$ cat config.mk
export PLATFORM = sky130hd
export DESIGN_NAME = qlao_matrix
export DESIGN_NICKNAME = d
export VERILOG_FILES = /design/src/sv/qlao_pkg.sv /design/src/sv/qlao_matrix.sv
export SDC_FILE = /design/constraint.sdc
export NUM_CORES = 1
export LEC_CHECK = 0
export BUFFER_PORTS_ARGS = -buffer_cell sky130_fd_sc_hd__buf_2
export CELL_PAD_IN_SITES_DETAIL_PLACEMENT = 1
export CELL_PAD_IN_SITES_GLOBAL_PLACEMENT = 2
export CORE_ASPECT_RATIO = 0.5
export CORE_MARGIN = 2
export CORE_UTILIZATION = 31
export CTS_CLUSTER_SIZE = 25
export DETAILED_ROUTE_END_ITERATION = 8
export PLACE_DENSITY_LB_ADDON = 0.1
export SLEW_MARGIN = 10
export SYNTH_ARGS = -nofsm -noshare
export SYNTH_HDL_FRONTEND = slang
export SYNTH_SLANG_ARGS = --single-unit
$ cat constraint.sdc
create_clock -name clk -period 0.8 [get_ports clk]
set_input_delay 0.04 -clock clk [delete_from_list [all_inputs] [get_ports clk]]
set_output_delay 0.04 -clock clk [all_outputs]
set_load 0.01 [all_outputs]
$ cat src/sv/qlao_pkg.sv
// shared types, widths and constants of the quaternion lever-arm offset block
// no dependencies; used by every module under sv/
`default_nettype none

package qlao_pkg;

	localparam int QW    = 18;          // quaternion component, Q2.16
	localparam int PW    = 32;          // position and centre, Q16.16
	localparam int OW    = 21;          // lever arm component
	localparam int CW    = 2;           // confidence
	localparam int AW    = 2;           // register index
	localparam int PRODW = 2 * QW;      // quaternion product, Q.32
	localparam int ENTW  = PRODW + 2;   // matrix entry, Q.32 with headroom
	localparam int MULW  = ENTW + OW;   // entry times arm, Q.48
	localparam int SUMW  = MULW + 2;    // sum of three Q.48 terms
	localparam int FRACW = 32;          // fraction bits dropped in rounding
	localparam int ROTW  = SUMW - FRACW;
	localparam int DIFW  = PW + 1;

	localparam logic signed [ENTW-1:0] NORM_LO = ENTW'(64'sd4294108346);
	localparam logic signed [ENTW-1:0] NORM_HI = ENTW'(64'sd4295826332);
	localparam logic signed [ENTW-1:0] ONE_Q32 = ENTW'(64'sd4294967296);
	localparam logic signed [SUMW-1:0] HALF_Q32 = SUMW'(64'sd2147483648);

	localparam logic [AW-1:0] CFG_OFFSET_X = 2'd0;
	localparam logic [AW-1:0] CFG_OFFSET_Y = 2'd1;
	localparam logic [AW-1:0] CFG_OFFSET_Z = 2'd2;

	typedef struct packed {
		logic signed [QW-1:0] w;
		logic signed [QW-1:0] x;
		logic signed [QW-1:0] y;
		logic signed [QW-1:0] z;
	} quat_t;

	typedef struct packed {
		logic signed [PW-1:0] x;
		logic signed [PW-1:0] y;
		logic signed [PW-1:0] z;
	} vec_t;

	typedef struct packed {
		logic signed [OW-1:0] x;
		logic signed [OW-1:0] y;
		logic signed [OW-1:0] z;
	} arm_t;

	typedef struct packed {
		logic signed [ROTW-1:0] x;
		logic signed [ROTW-1:0] y;
		logic signed [ROTW-1:0] z;
	} rot_t;

	// data that rides along the pipe untouched
	typedef struct packed {
		vec_t          pos;
		logic [CW-1:0] conf;
	} side_t;

	typedef struct packed {
		logic signed [PRODW-1:0] ww;
		logic signed [PRODW-1:0] xx;
		logic signed [PRODW-1:0] yy;
		logic signed [PRODW-1:0] zz;
		logic signed [PRODW-1:0] wx;
		logic signed [PRODW-1:0] wy;
		logic signed [PRODW-1:0] wz;
		logic signed [PRODW-1:0] xy;
		logic signed [PRODW-1:0] xz;
		logic signed [PRODW-1:0] yz;
	} prod_t;

	typedef struct packed {
		logic signed [ENTW-1:0] r00;
		logic signed [ENTW-1:0] r01;
		logic signed [ENTW-1:0] r02;
		logic signed [ENTW-1:0] r10;
		logic signed [ENTW-1:0] r11;
		logic signed [ENTW-1:0] r12;
		logic signed [ENTW-1:0] r20;
		logic signed [ENTW-1:0] r21;
		logic signed [ENTW-1:0] r22;
	} mat_t;

	function automatic logic signed [PW-1:0] sat_pw(input logic signed [DIFW-1:0] v);
		logic signed [PW-1:0] r;
		if (v[DIFW-1] != v[DIFW-2]) begin
			r = v[DIFW-1] ? {1'b1, {(PW-1){1'b0}}} : {1'b0, {(PW-1){1'b1}}};
		end else begin
			r = v[PW-1:0];
		end
		return r;
	endfunction

endpackage

`default_nettype wire

$ cat src/sv/qlao_matrix.sv
// stage two: norm window test and rotation matrix entries with scale 2
// depends on qlao_pkg
`default_nettype none

module qlao_matrix (
	input  wire logic             clk,
	input  wire logic             arst_n,
	input  wire logic             valid_s1,
	input  wire qlao_pkg::prod_t  prod_s1,
	input  wire qlao_pkg::side_t  side_s1,
	output logic                  valid_s2,
	output qlao_pkg::mat_t        mat_s2,
	output qlao_pkg::side_t       side_s2
);

	localparam int ENTW = qlao_pkg::ENTW;

	logic signed [ENTW-1:0] norm;
	logic                   norm_ok;
	logic signed [ENTW-1:0] xx2, yy2, zz2, wx2, wy2, wz2, xy2, xz2, yz2;
	qlao_pkg::mat_t         mat;

	always_comb begin
		norm = ENTW'(prod_s1.ww) + ENTW'(prod_s1.xx) + ENTW'(prod_s1.yy) + ENTW'(prod_s1.zz);
		norm_ok = (norm >= qlao_pkg::NORM_LO) && (norm <= qlao_pkg::NORM_HI);

		xx2 = ENTW'(prod_s1.xx) <<< 1;
		yy2 = ENTW'(prod_s1.yy) <<< 1;
		zz2 = ENTW'(prod_s1.zz) <<< 1;
		wx2 = ENTW'(prod_s1.wx) <<< 1;
		wy2 = ENTW'(prod_s1.wy) <<< 1;
		wz2 = ENTW'(prod_s1.wz) <<< 1;
		xy2 = ENTW'(prod_s1.xy) <<< 1;
		xz2 = ENTW'(prod_s1.xz) <<< 1;
		yz2 = ENTW'(prod_s1.yz) <<< 1;

		mat.r00 = qlao_pkg::ONE_Q32 - (yy2 + zz2);
		mat.r01 = xy2 - wz2;
		mat.r02 = xz2 + wy2;
		mat.r10 = xy2 + wz2;
		mat.r11 = qlao_pkg::ONE_Q32 - (xx2 + zz2);
		mat.r12 = yz2 - wx2;
		mat.r20 = xz2 - wy2;
		mat.r21 = yz2 + wx2;
		mat.r22 = qlao_pkg::ONE_Q32 - (xx2 + yy2);
	end

	// poses off the unit sphere are dropped here
	always_ff @(posedge clk or negedge arst_n) begin
		if (!arst_n) begin
			valid_s2 <= 1'b0;
		end else begin
			valid_s2 <= valid_s1 && norm_ok;
		end
	end

	always_ff @(posedge clk) begin
		mat_s2  <= mat;
		side_s2 <= side_s1;
	end

	dropped_pose_a: assert property (@(posedge clk) disable iff (!arst_n)
		(valid_s1 && !norm_ok) |=> !valid_s2)
		else $error("pose outside norm window passed on");

endmodule

`default_nettype wire

==> flow_metrics.tcl, run 1 <==
set metrics [dict create \
    die-width_um 446 \
    total_leakage_power_nw 27.4 \
    critical_path_buf_inv_count 4 \
    cp_cell_sequence "buf_2, inv_1, fa_1, fa_1, inv_1, ha_1, or2_2, o221a_4, buf_4, o2111ai_1, nand3b_1, a21o_1, xor2_1, or4_1, a21oi_2, nand4_1, a211oi_2" \
    antenna_found_initial 37 \
    synth_ff_type "sky130_fd_sc_hd__dfxtp_1" \
    avgViaCountPerCell 4.79 \
    yosys-mux-area-fraction_pct 0.231 \
    port_buffers 892 \
    drt-total-wl_mm 148 \
    power-per-cell-area_nw_per_um2 1930 \
    hold_class "in2reg" \
    rsz_0062_raised_after_global_routing "true" \
    syn_avg_cell_area_um2 8.69 \
    crit_arrival_ns 4.12 \
    die_y_um 225 \
    drtPass1Iterations 5 \
    drv_slew 0 \
    start_util_pct 31.1 \
    clock-sinks 429 \
    netlist.area_leader.share_pct 28.3 \
    gpl.final_weighted_congestion 0.876 \
    holdWs_ns -0.129 \
    post_synth_and_or_nand_nor_area_fraction_pct 12.7 \
    syn2layout_area_growth_pct 81.0 \
    drive_gt1_share_pct 48.0 \
    synth_enable_flop_cells 0 \
    grt_use_total_pct 27.9 \
    setup-violations-final 738 \
    max-clock-path-buffers 3 \
    count_of_mapped_cells_out_of_synthesis 3488 \
    post_synthesis_share_of_cell_area_spent_on_xor_and_xnor_gates_pct 8.53 \
    critPathMaxFanout 5 \
    dp_slack_ns -3.60 \
    detail_route.drc_violations 0 \
    synth-compound-area-share_pct 18.4 \
    post_synthesis_share_of_cell_area_spent_on_full_adders_half_adders_and_majority_gates_pct 24.8 \
    clkTransAtPathRegs_ns 0.07 \
    placed_cell_area_um2 46600 \
    io_pins 902 \
    outcome "finished, violations left" \
    filler_cell_count 11300 \
    grt_first_pass_wirelength_mm 218 \
    async_reset_ff_share_pct 0.233 \
    yosys-top-cells-area "sky130_fd_sc_hd__dfxtp_1 (28%), sky130_fd_sc_hd__ha_1 (19%), sky130_fd_sc_hd__xnor2_1 (6.2%), sky130_fd_sc_hd__inv_1 (5.5%), sky130_fd_sc_hd__fa_1 (5.4%)" \
    yosys.area.top_type "sky130_fd_sc_hd__dfxtp_1" \
    maxClockFrequency_mhz 279 \
    numCtsBuffers 47 \
    synthesized_cell_area_um2 30300 \
    timing.max_cap.violations 0 \
    yosysUniqueCellTypes 85 \
    netlist_top_cells_count "sky130_fd_sc_hd__ha_1 (469), sky130_fd_sc_hd__inv_1 (444), sky130_fd_sc_hd__dfxtp_1 (428), sky130_fd_sc_hd__nor2_1 (277), sky130_fd_sc_hd__a21oi_1 (256)" \
    grt_remaining_overflow 0 \
    utilization_pct 56.4 \
    tightestPinTransition_ns 0.540 \
    drt.antenna.violating_nets 0 \
    finish.net_count 6914 \
    hpwl_mm 113 \
    ctsRootBufferMaster "sky130_fd_sc_hd__clkbuf_16" \
    final_design_area_no_fill_um2 54900 \
    fp.coreArea_um2 97300 \
    synth_sequential_area_ratio_pct 28.4 \
    ys.warnings.count 0 \
    design.die.area_um2 100000 \
    critPathKind "in2reg" \
    placement_rows 81 \
    fin_crit_ns 3.58 \
    worst_slack_ns -2.78 \
    detailedRoute.firstIterationViolations 961 \
    crit_path_start_kind "input pin" \
    violations "negative hold slack, negative setup slack" \
    critical_path.top_delay_family "compound AO/OA/AOI/OAI gates" \
    yosys_register_bits 429 \
    tritoncts "built" \
    synth_most_common_cell "sky130_fd_sc_hd__ha_1" \
    worstPathRequired_ns 1.33 \
    cts_max_level 2 \
    critical-path-slowest-cell "sky130_fd_sc_hd__or4_1" \
    max_stage_delay_ns 0.55 \
    wl_per_cell_um 20.3 \
    finalCritPeriodShare_pct 448 \
    route.vias.total 34800 \
    vias_in_the_first_global_route 38500 \
    relSlewSlack_pct 63.6 \
    grt_start_max_net_pins 16 \
    crit_path_end_kind "register" \
    synth_top_family_by_area "adder cells" \
    fin_total_pwr_mw 106 \
    vdd_drop_max_uv 1660 \
    number_of_failing_hold_endpoints_at_the_final_stage 48 \
]
[layout by cell type (no fill, tap or decap), types with 19 or more instances in the layout]
cell / instances
sky130_fd_sc_hd__nor2b_1: 26
sky130_fd_sc_hd__a21o_1: 84
sky130_fd_sc_hd__o21ai_1: 37
sky130_fd_sc_hd__and3_1: 24
sky130_fd_sc_hd__a21oi_2: 70
sky130_fd_sc_hd__o21ai_2: 40
sky130_fd_sc_hd__dlygate4sd3_1: 277
sky130_fd_sc_hd__dfxtp_1: 428
sky130_fd_sc_hd__o211ai_1: 25
sky130_fd_sc_hd__buf_6: 101
sky130_fd_sc_hd__ha_4: 96
sky130_fd_sc_hd__diode_2: 29
sky130_fd_sc_hd__nor3_1: 66
sky130_fd_sc_hd__buf_4: 1210
sky130_fd_sc_hd__nor2_1: 253
sky130_fd_sc_hd__fa_1: 72
sky130_fd_sc_hd__nor2_2: 19
sky130_fd_sc_hd__xor2_1: 80
sky130_fd_sc_hd__clkbuf_16: 48
sky130_fd_sc_hd__xnor2_1: 188
sky130_fd_sc_hd__nand2b_1: 48
sky130_fd_sc_hd__nand3_1: 43
sky130_fd_sc_hd__nand4_1: 25
sky130_fd_sc_hd__o21a_1: 39
sky130_fd_sc_hd__o21ai_0: 91
sky130_fd_sc_hd__inv_1: 380
sky130_fd_sc_hd__o21bai_1: 53
sky130_fd_sc_hd__a21oi_1: 173
sky130_fd_sc_hd__ha_1: 366
sky130_fd_sc_hd__xnor2_2: 24
sky130_fd_sc_hd__buf_2: 851
sky130_fd_sc_hd__nand2_1: 123
sky130_fd_sc_hd__inv_2: 34
[cell type report]
| class | instances | area (um2) | area share, % |
|---|---|---|---|
| Multi-Input combinational cell | 2519 | 23500 | 42.8 |
| Sequential cell | 429 | 8590 | 15.7 |
| Clock inverter | 26 | 368 | 0.671 |
| Timing Repair Buffer | 2458 | 17500 | 32.0 |
| Tap cell | 1286 | 1610 | 2.93 |
| Antenna cell | 29 | 72.6 | 0.132 |
| Clock buffer | 60 | 1320 | 2.40 |
| Inverter | 447 | 1860 | 3.39 |
[final timing paths]
| path | from | endpoint | slack (ns) | depth (start not counted) |
|---|---|---|---|---|
| hold / removal | prod_s1[109] | mat_s2[268] | -0.13 | 4 |
| setup / recovery | prod_s1[256] | valid_s2 | -2.78 | 17 |
| min in group asynchronous | arst_n | valid_s2 | 0.26 | 3 |
| max in group asynchronous | arst_n | valid_s2 | 0.43 | 3 |
[power breakdown]
group / switching, mW / leakage, nW / internal (mW)
clock: 11.2 / 0.799 / 13.8
sequential: 1.67 / 3.63 / 25.7
combinational: 27.2 / 22.9 / 26.4
[cell families after synthesis]
group | Yosys count
AO/OA/AOI/OAI | 862
AND/OR/NAND/NOR | 795
adder cells (fa/ha/maj) | 551
buffers and inverters | 548
flip-flops | 429
XOR/XNOR | 295
multiplexers | 7
other | 1
[timing repair]
action	in CTS	in global routing
hold endpoints to repair	278	51
gates resized for setup	313	272
pin swaps	202	236
endpoints found under the setup margin	728	741
hold buffers	278	5
setup buffers	77	76
[through the flow]
step                      setup TNS, ns  cells  hold slack, ns
final                           -470.92   7254          -0.129
after global routing            -517.48   7251          -0.149
after CTS                       -518.38   7162          -0.200
after detailed placement        -549.09   6726          -0.177
after global placement          -541.07   6726          -0.176
after floorplan                 -350.31   3496          -0.256
[tightest hold or removal path: stages]
cell and delay [ns]:
sky130_fd_sc_hd__buf_12 0.09, sky130_fd_sc_hd__buf_4 0.11, sky130_fd_sc_hd__fa_2 0.18, sky130_fd_sc_hd__inv_1 0.05
[per-layer routing]
metal,track usage (%),wire (um)
met3,4.24,5260
met2,55.1,80400
met5,0,26
met4,16.0,9270
met1,27.6,52500
[registers in the layout, summed over array words and instances, names as in the netlist]
name	cells
mat_s2	330
valid_s2	1
side_s2	98
Power figures use the tool's default switching activity.
==> run 2, diff against run 1 <==
Settings changed: CORE_MARGIN 2 to 1.5, SETUP_SLACK_MARGIN from default to 0.5.
Clock period 0.8 ns to 3.8 ns, I/O delays scaled along.
==> flow_metrics.tcl, run 2 (same netlist as run 1, synthesis figures left out) <==
set metrics [dict create \
    tightestPinTransition_ns 0.763 \
    p_int_mw 12.1 \
    wl_per_cell_um 19.1 \
    dp_slack_ns -0.789 \
    filler_cell_count 11500 \
    syn2layout_area_growth_pct 37.9 \
    die-width_um 445 \
    fp.coreArea_um2 96100 \
    max_stage_delay_ns 0.59 \
    crit_path_end_kind "register" \
    drtPass1Iterations 5 \
    maxClockFrequency_mhz 259 \
    utilization_pct 43.5 \
    gpl.final_weighted_congestion 0.907 \
    register_with_the_most_flip_flops "mat_s2" \
    largest_reg_flops 330 \
    grt_use_total_pct 22.6 \
    switching_power_mw 7.31 \
    hold_class "in2reg" \
    critPathKind "in2reg" \
    total_leakage_power_nw 21.1 \
    worstPathRequired_ns 4.34 \
    power-per-cell-area_nw_per_um2 465 \
    critical-path-slowest-cell "sky130_fd_sc_hd__fa_1" \
    placed_cell_area_um2 38200 \
    gr-max-usage-layer "met2" \
    grt_util_met1_pct 25.8 \
    port_buffers 892 \
    setup_tns_ns -0.0598 \
    drt-total-wl_mm 116 \
    design.die.area_um2 99800 \
    ctsRootBufferMaster "sky130_fd_sc_hd__clkbuf_16" \
    worst_slack_ns -0.0598 \
    numCtsBuffers 46 \
    netSwitchingFraction_pct 37.6 \
    crit_arrival_ns 4.40 \
    grt_remaining_overflow 0 \
    clkTransAtPathRegs_ns 0.07 \
    finalCritPeriodShare_pct 102 \
    power_frac_seq_pct 29.4 \
    vdd_drop_max_uv 294 \
    relSlewSlack_pct 48.7 \
    gr-usage-met3_pct 3.35 \
    tritoncts "built" \
    timing.max_cap.violations 0 \
    drive_gt1_share_pct 28.9 \
    grt_start_max_net_pins 16 \
    combPwrFrac_pct 44.7 \
    number_of_failing_hold_endpoints_at_the_final_stage 0 \
    drt.antenna.violating_nets 0 \
    drv_slew 0 \
    critical_path_buf_inv_count 5 \
    start_util_pct 31.5 \
    die_y_um 224 \
    outcome "finished, violations left" \
    hpwl_mm 97.4 \
    placement_rows 80 \
    crit_path_start_kind "input pin" \
    avgViaCountPerCell 4.79 \
    fin_crit_ns 3.86 \
    cts_max_level 2 \
    grt.met2_usage_pct 43.2 \
    max-clock-path-buffers 3 \
    detailedRoute.firstIterationViolations 941 \
    layout.cells.most_common "sky130_fd_sc_hd__buf_2" \
    holdWs_ns 0.0433 \
    dp.cells 5847 \
    detail_route.drc_violations 0 \
    finish.net_count 5787 \
    finish.cell_count_without_fillers 6099 \
    fin_total_pwr_mw 19.4 \
    critPathMaxFanout 5 \
    rsz_0062_raised_after_global_routing "true" \
    setup-violations-final 1 \
    biggestRegsByFlops "mat_s2 (330), side_s2 (98), valid_s2 (1)" \
    p_clk_share_pct 25.9 \
    clock-sinks 429 \
    final_design_area_no_fill_um2 41800 \
    route.vias.total 29200 \
    violations "negative setup slack" \
    critical_path.top_delay_family "simple AND/OR/NAND/NOR gates" \
    io_pins 902 \
    most-common-layout-cells "sky130_fd_sc_hd__buf_2 (891), sky130_fd_sc_hd__ha_1 (460), sky130_fd_sc_hd__inv_1 (439), sky130_fd_sc_hd__dfxtp_1 (428), sky130_fd_sc_hd__buf_4 (301)" \
    grt_first_pass_wirelength_mm 176 \
    antenna_found_initial 26 \
    cp_cell_sequence "buf_2, inv_1, fa_1, inv_1, fa_1, ha_4, buf_4, o21ai_1, nor3b_4, o211ai_4, a311oi_2, buf_4, nor2_4, o21bai_4, xnor2_1, or4_1, nor4b_2, nand4_1, a211oi_2" \
    vias_in_the_first_global_route 31000 \
]
==> run 2: changes by cell type in the layout (fill, tap and decap cells not counted), sizes merged <==
| cell | change |
|---|---|
| clkinv | +8 |
| inv | +5 |
| clkinvlp | -10 |
| dlygate4sd3 | -138 |
| dlymetal6s2s | -2 |
| clkbuf | -7 |
| buf | -985 |
| bufinv | +1 |
| diode | -12 |
==> run 2: timing repair <==
item,CTS,global route
gates resized for setup,38,58
cloned,0,0
hold endpoints to repair,130,0
pin swaps,24,32
setup endpoints to repair,7,31
buffers inserted,5,7
hold buffers,139,0
==> run 2: power by group through the flow <==
| stage | sequential, mW | combinational [mW] | clock (mW) |
|---|---|---|---|
| 3_5_place_dp | 5.82 | 8.30 | 0 |
| 5_1_grt | 5.78 | 9.57 | 5.42 |
| 2_1_floorplan | 6.21 | 4.22 | 0 |
| 4_1_cts | 5.73 | 8.61 | 5.24 |
| 3_3_place_gp | 5.81 | 8.19 | 0 |
| 6_report | 5.71 | 8.69 | 5.04 |
==> run 2: final cells by class <==
type | instances | area, um2 | share of cell area (%)
multi-input cells | 2519 | 20200 | 48.2
flip-flops and latches | 429 | 8590 | 20.6
repair buffers | 1332 | 8120 | 19.4
inverters | 447 | 1680 | 4.01
well taps | 1271 | 1590 | 3.80
clock buffers | 54 | 1230 | 2.95
clock inverters | 30 | 392 | 0.937
diodes | 17 | 42.5 | 0.102
==> run 2: per-layer routing <==
layer / vias to the layer above / part of all wire, %
met3: 155 / 3.8
met2: 501 / 53
met4: 0 / 2.6
li1: 14500 / -
met5: - / 0
met1: 14000 / 40
==> run 2: path summary, 6_finish.rpt <==
kind                       cells after the start         to    startpoint
min                                            4  mat_s2[1]  prod_s1[288]
max in group asynchronous                      3   valid_s2        arst_n
max                                           19   valid_s2  prod_s1[224]
min in group asynchronous                      3   valid_s2        arst_n
==> run 3, diff against run 2 <==
Settings changed: CAP_MARGIN from default to 20, PLACE_DENSITY_LB_ADDON 0.1 to 0.15.
==> flow_metrics.tcl, run 3 (same netlist as run 1, synthesis figures left out) <==
set metrics [dict create \
    antenna_found_initial 35 \
    vdd_drop_max_uv 286 \
    start_util_pct 31.5 \
    biggestRegsByFlops "mat_s2 (330), side_s2 (98), valid_s2 (1)" \
    placed_cell_area_um2 38200 \
    most-common-layout-cells "sky130_fd_sc_hd__buf_2 (890), sky130_fd_sc_hd__ha_1 (461), sky130_fd_sc_hd__inv_1 (433), sky130_fd_sc_hd__dfxtp_1 (428), sky130_fd_sc_hd__buf_4 (300)" \
    grt_use_total_pct 22.5 \
    hold_class "in2reg" \
    clock-sinks 429 \
    die_y_um 224 \
    worst_slack_ns 0.0903 \
    route.vias.total 29400 \
    gpl.final_weighted_congestion 0.935 \
    avgViaCountPerCell 4.83 \
    drt-total-wl_mm 117 \
    total_leakage_power_nw 21.1 \
    tightestPinTransition_ns 0.790 \
    seq_area_um2 8590 \
    multiInputGateArea_um2 20300 \
    layout.cells.most_common "sky130_fd_sc_hd__buf_2" \
    crit_arrival_ns 4.23 \
    drtPass1Iterations 5 \
    largest_reg_flops 330 \
    drv_slew 0 \
    wl_per_cell_um 19.1 \
    max-clock-path-buffers 3 \
    hpwl_mm 97.0 \
    grt_start_max_net_pins 16 \
    worstPathRequired_ns 4.32 \
    design.die.area_um2 99800 \
    critical_path_buf_inv_count 3 \
    io_pins 902 \
    critPathKind "in2reg" \
    drive_gt1_share_pct 29.3 \
    grt_first_pass_wirelength_mm 176 \
    numCtsBuffers 46 \
    critical_path.top_delay_family "adder cells" \
    rsz_0062_raised_after_global_routing "true" \
    outcome "completed" \
    fin_crit_ns 3.71 \
    die-width_um 445 \
    placement_rows 80 \
    final_design_area_no_fill_um2 41900 \
    fp.coreArea_um2 96100 \
    detailedRoute.firstIterationViolations 981 \
    grt_remaining_overflow 0 \
    critical-path-slowest-cell "sky130_fd_sc_hd__or4_4" \
    syn2layout_area_growth_pct 38.3 \
    hold_path_startpoint "prod_s1[97]" \
    cts_max_level 2 \
    drt.antenna.violating_nets 0 \
    dp.cells 5842 \
    setup-violations-final 0 \
    finish.cell_count_without_fillers 6101 \
    crit_path_end_kind "register" \
    holdPathEnd "mat_s2[293]" \
    ctsRootBufferMaster "sky130_fd_sc_hd__clkbuf_16" \
    filler_cell_count 11600 \
    tritoncts "built" \
    register_with_the_most_flip_flops "mat_s2" \
    detail_route.drc_violations 0 \
    port_buffers 892 \
    timing.max_cap.violations 0 \
    finalCritPeriodShare_pct 97.6 \
    power-per-cell-area_nw_per_um2 466 \
    critPathMaxFanout 5 \
    relSlewSlack_pct 46.8 \
    clkTransAtPathRegs_ns 0.06 \
    finish.net_count 5787 \
    crit_path_start_kind "input pin" \
    number_of_failing_hold_endpoints_at_the_final_stage 0 \
    vias_in_the_first_global_route 31300 \
    worstHoldPathCells 4 \
    cp_cell_sequence "buf_2, inv_1, fa_1, inv_1, fa_1, ha_1, nand4_1, nor2_2, o211ai_4, a311oi_4, nor2_2, o21bai_2, xnor2_1, or4_4, nor4b_4, nand4_1, a211oi_2" \
    maxClockFrequency_mhz 270 \
    dp_slack_ns -0.697 \
    max_stage_delay_ns 0.56 \
]
[run 3: worst max-delay path by stage]
stage | cells after the start | end | from
3_5_place_dp | 16 | valid_s2 | prod_s1[294]
2_1_floorplan | 16 | valid_s2 | prod_s1[294]
6_report | 17 | valid_s2 | prod_s1[228]
4_1_cts | 18 | valid_s2 | prod_s1[258]
3_3_place_gp | 16 | valid_s2 | prod_s1[221]
5_1_grt | 19 | valid_s2 | prod_s1[260]
[run 3: cell type report]
class	count	share of cell area, %
multi-input combinational	2519	48.4
sequential	429	20.5
timing repair buffer	1332	19.4
inverter	447	4.01
tap	1271	3.79
clock buffer	56	3.00
clock inverter	29	0.821
antenna	18	0.107
[run 3: stage by stage]
step	power, mW	setup TNS, ns	util [%]	hold slack [ns]
6_report	19.5	0	43.6	0.0389
5_1_grt	20.8	-0.0787	43.6	0.0271
4_1_cts	19.6	0	43.1	0.0000163
3_5_place_dp	14.1	-3.25	39.7	-0.0246
3_3_place_gp	13.9	-2.73	39.7	-0.0213
2_1_floorplan	10.4	-0.169	-	-0.106
[run 3: report_power, final]
| group | total [mW] | switching, mW | internal, mW |
|---|---|---|---|
| Clock | 4.96 | 2.21 | 2.74 |
| Combinational | 8.89 | 4.90 | 3.99 |
| Sequential | 5.70 | 0.292 | 5.40 |
[run 3: layer usage]
layer  vias to the layer above  share of wire, %  global-route usage, %
met5                         -             0.047                      0
li1                      14500                 -                      -
met4                        10               3.2                   7.40
met2                       511                53                   43.3
met3                       175               3.5                   3.31
met1                     14200                40                   25.1
[run 3: what timing repair did]
item                       in CTS  in global routing
pin swaps                      31                 50
hold endpoints to repair      128                  0
hold buffers                  136                  0
buffers inserted                9                 11
setup endpoints to repair       7                 34
gates resized for setup        53                 72
[run 3: tightest hold or removal path, delay by kind of cell]
family	cells	cell delay, ns
XOR/XNOR	1	0.12
buffers and inverters	1	0.10
AO/OA/AOI/OAI	1	0.06
adder cells (fa/ha/maj)	1	0.17
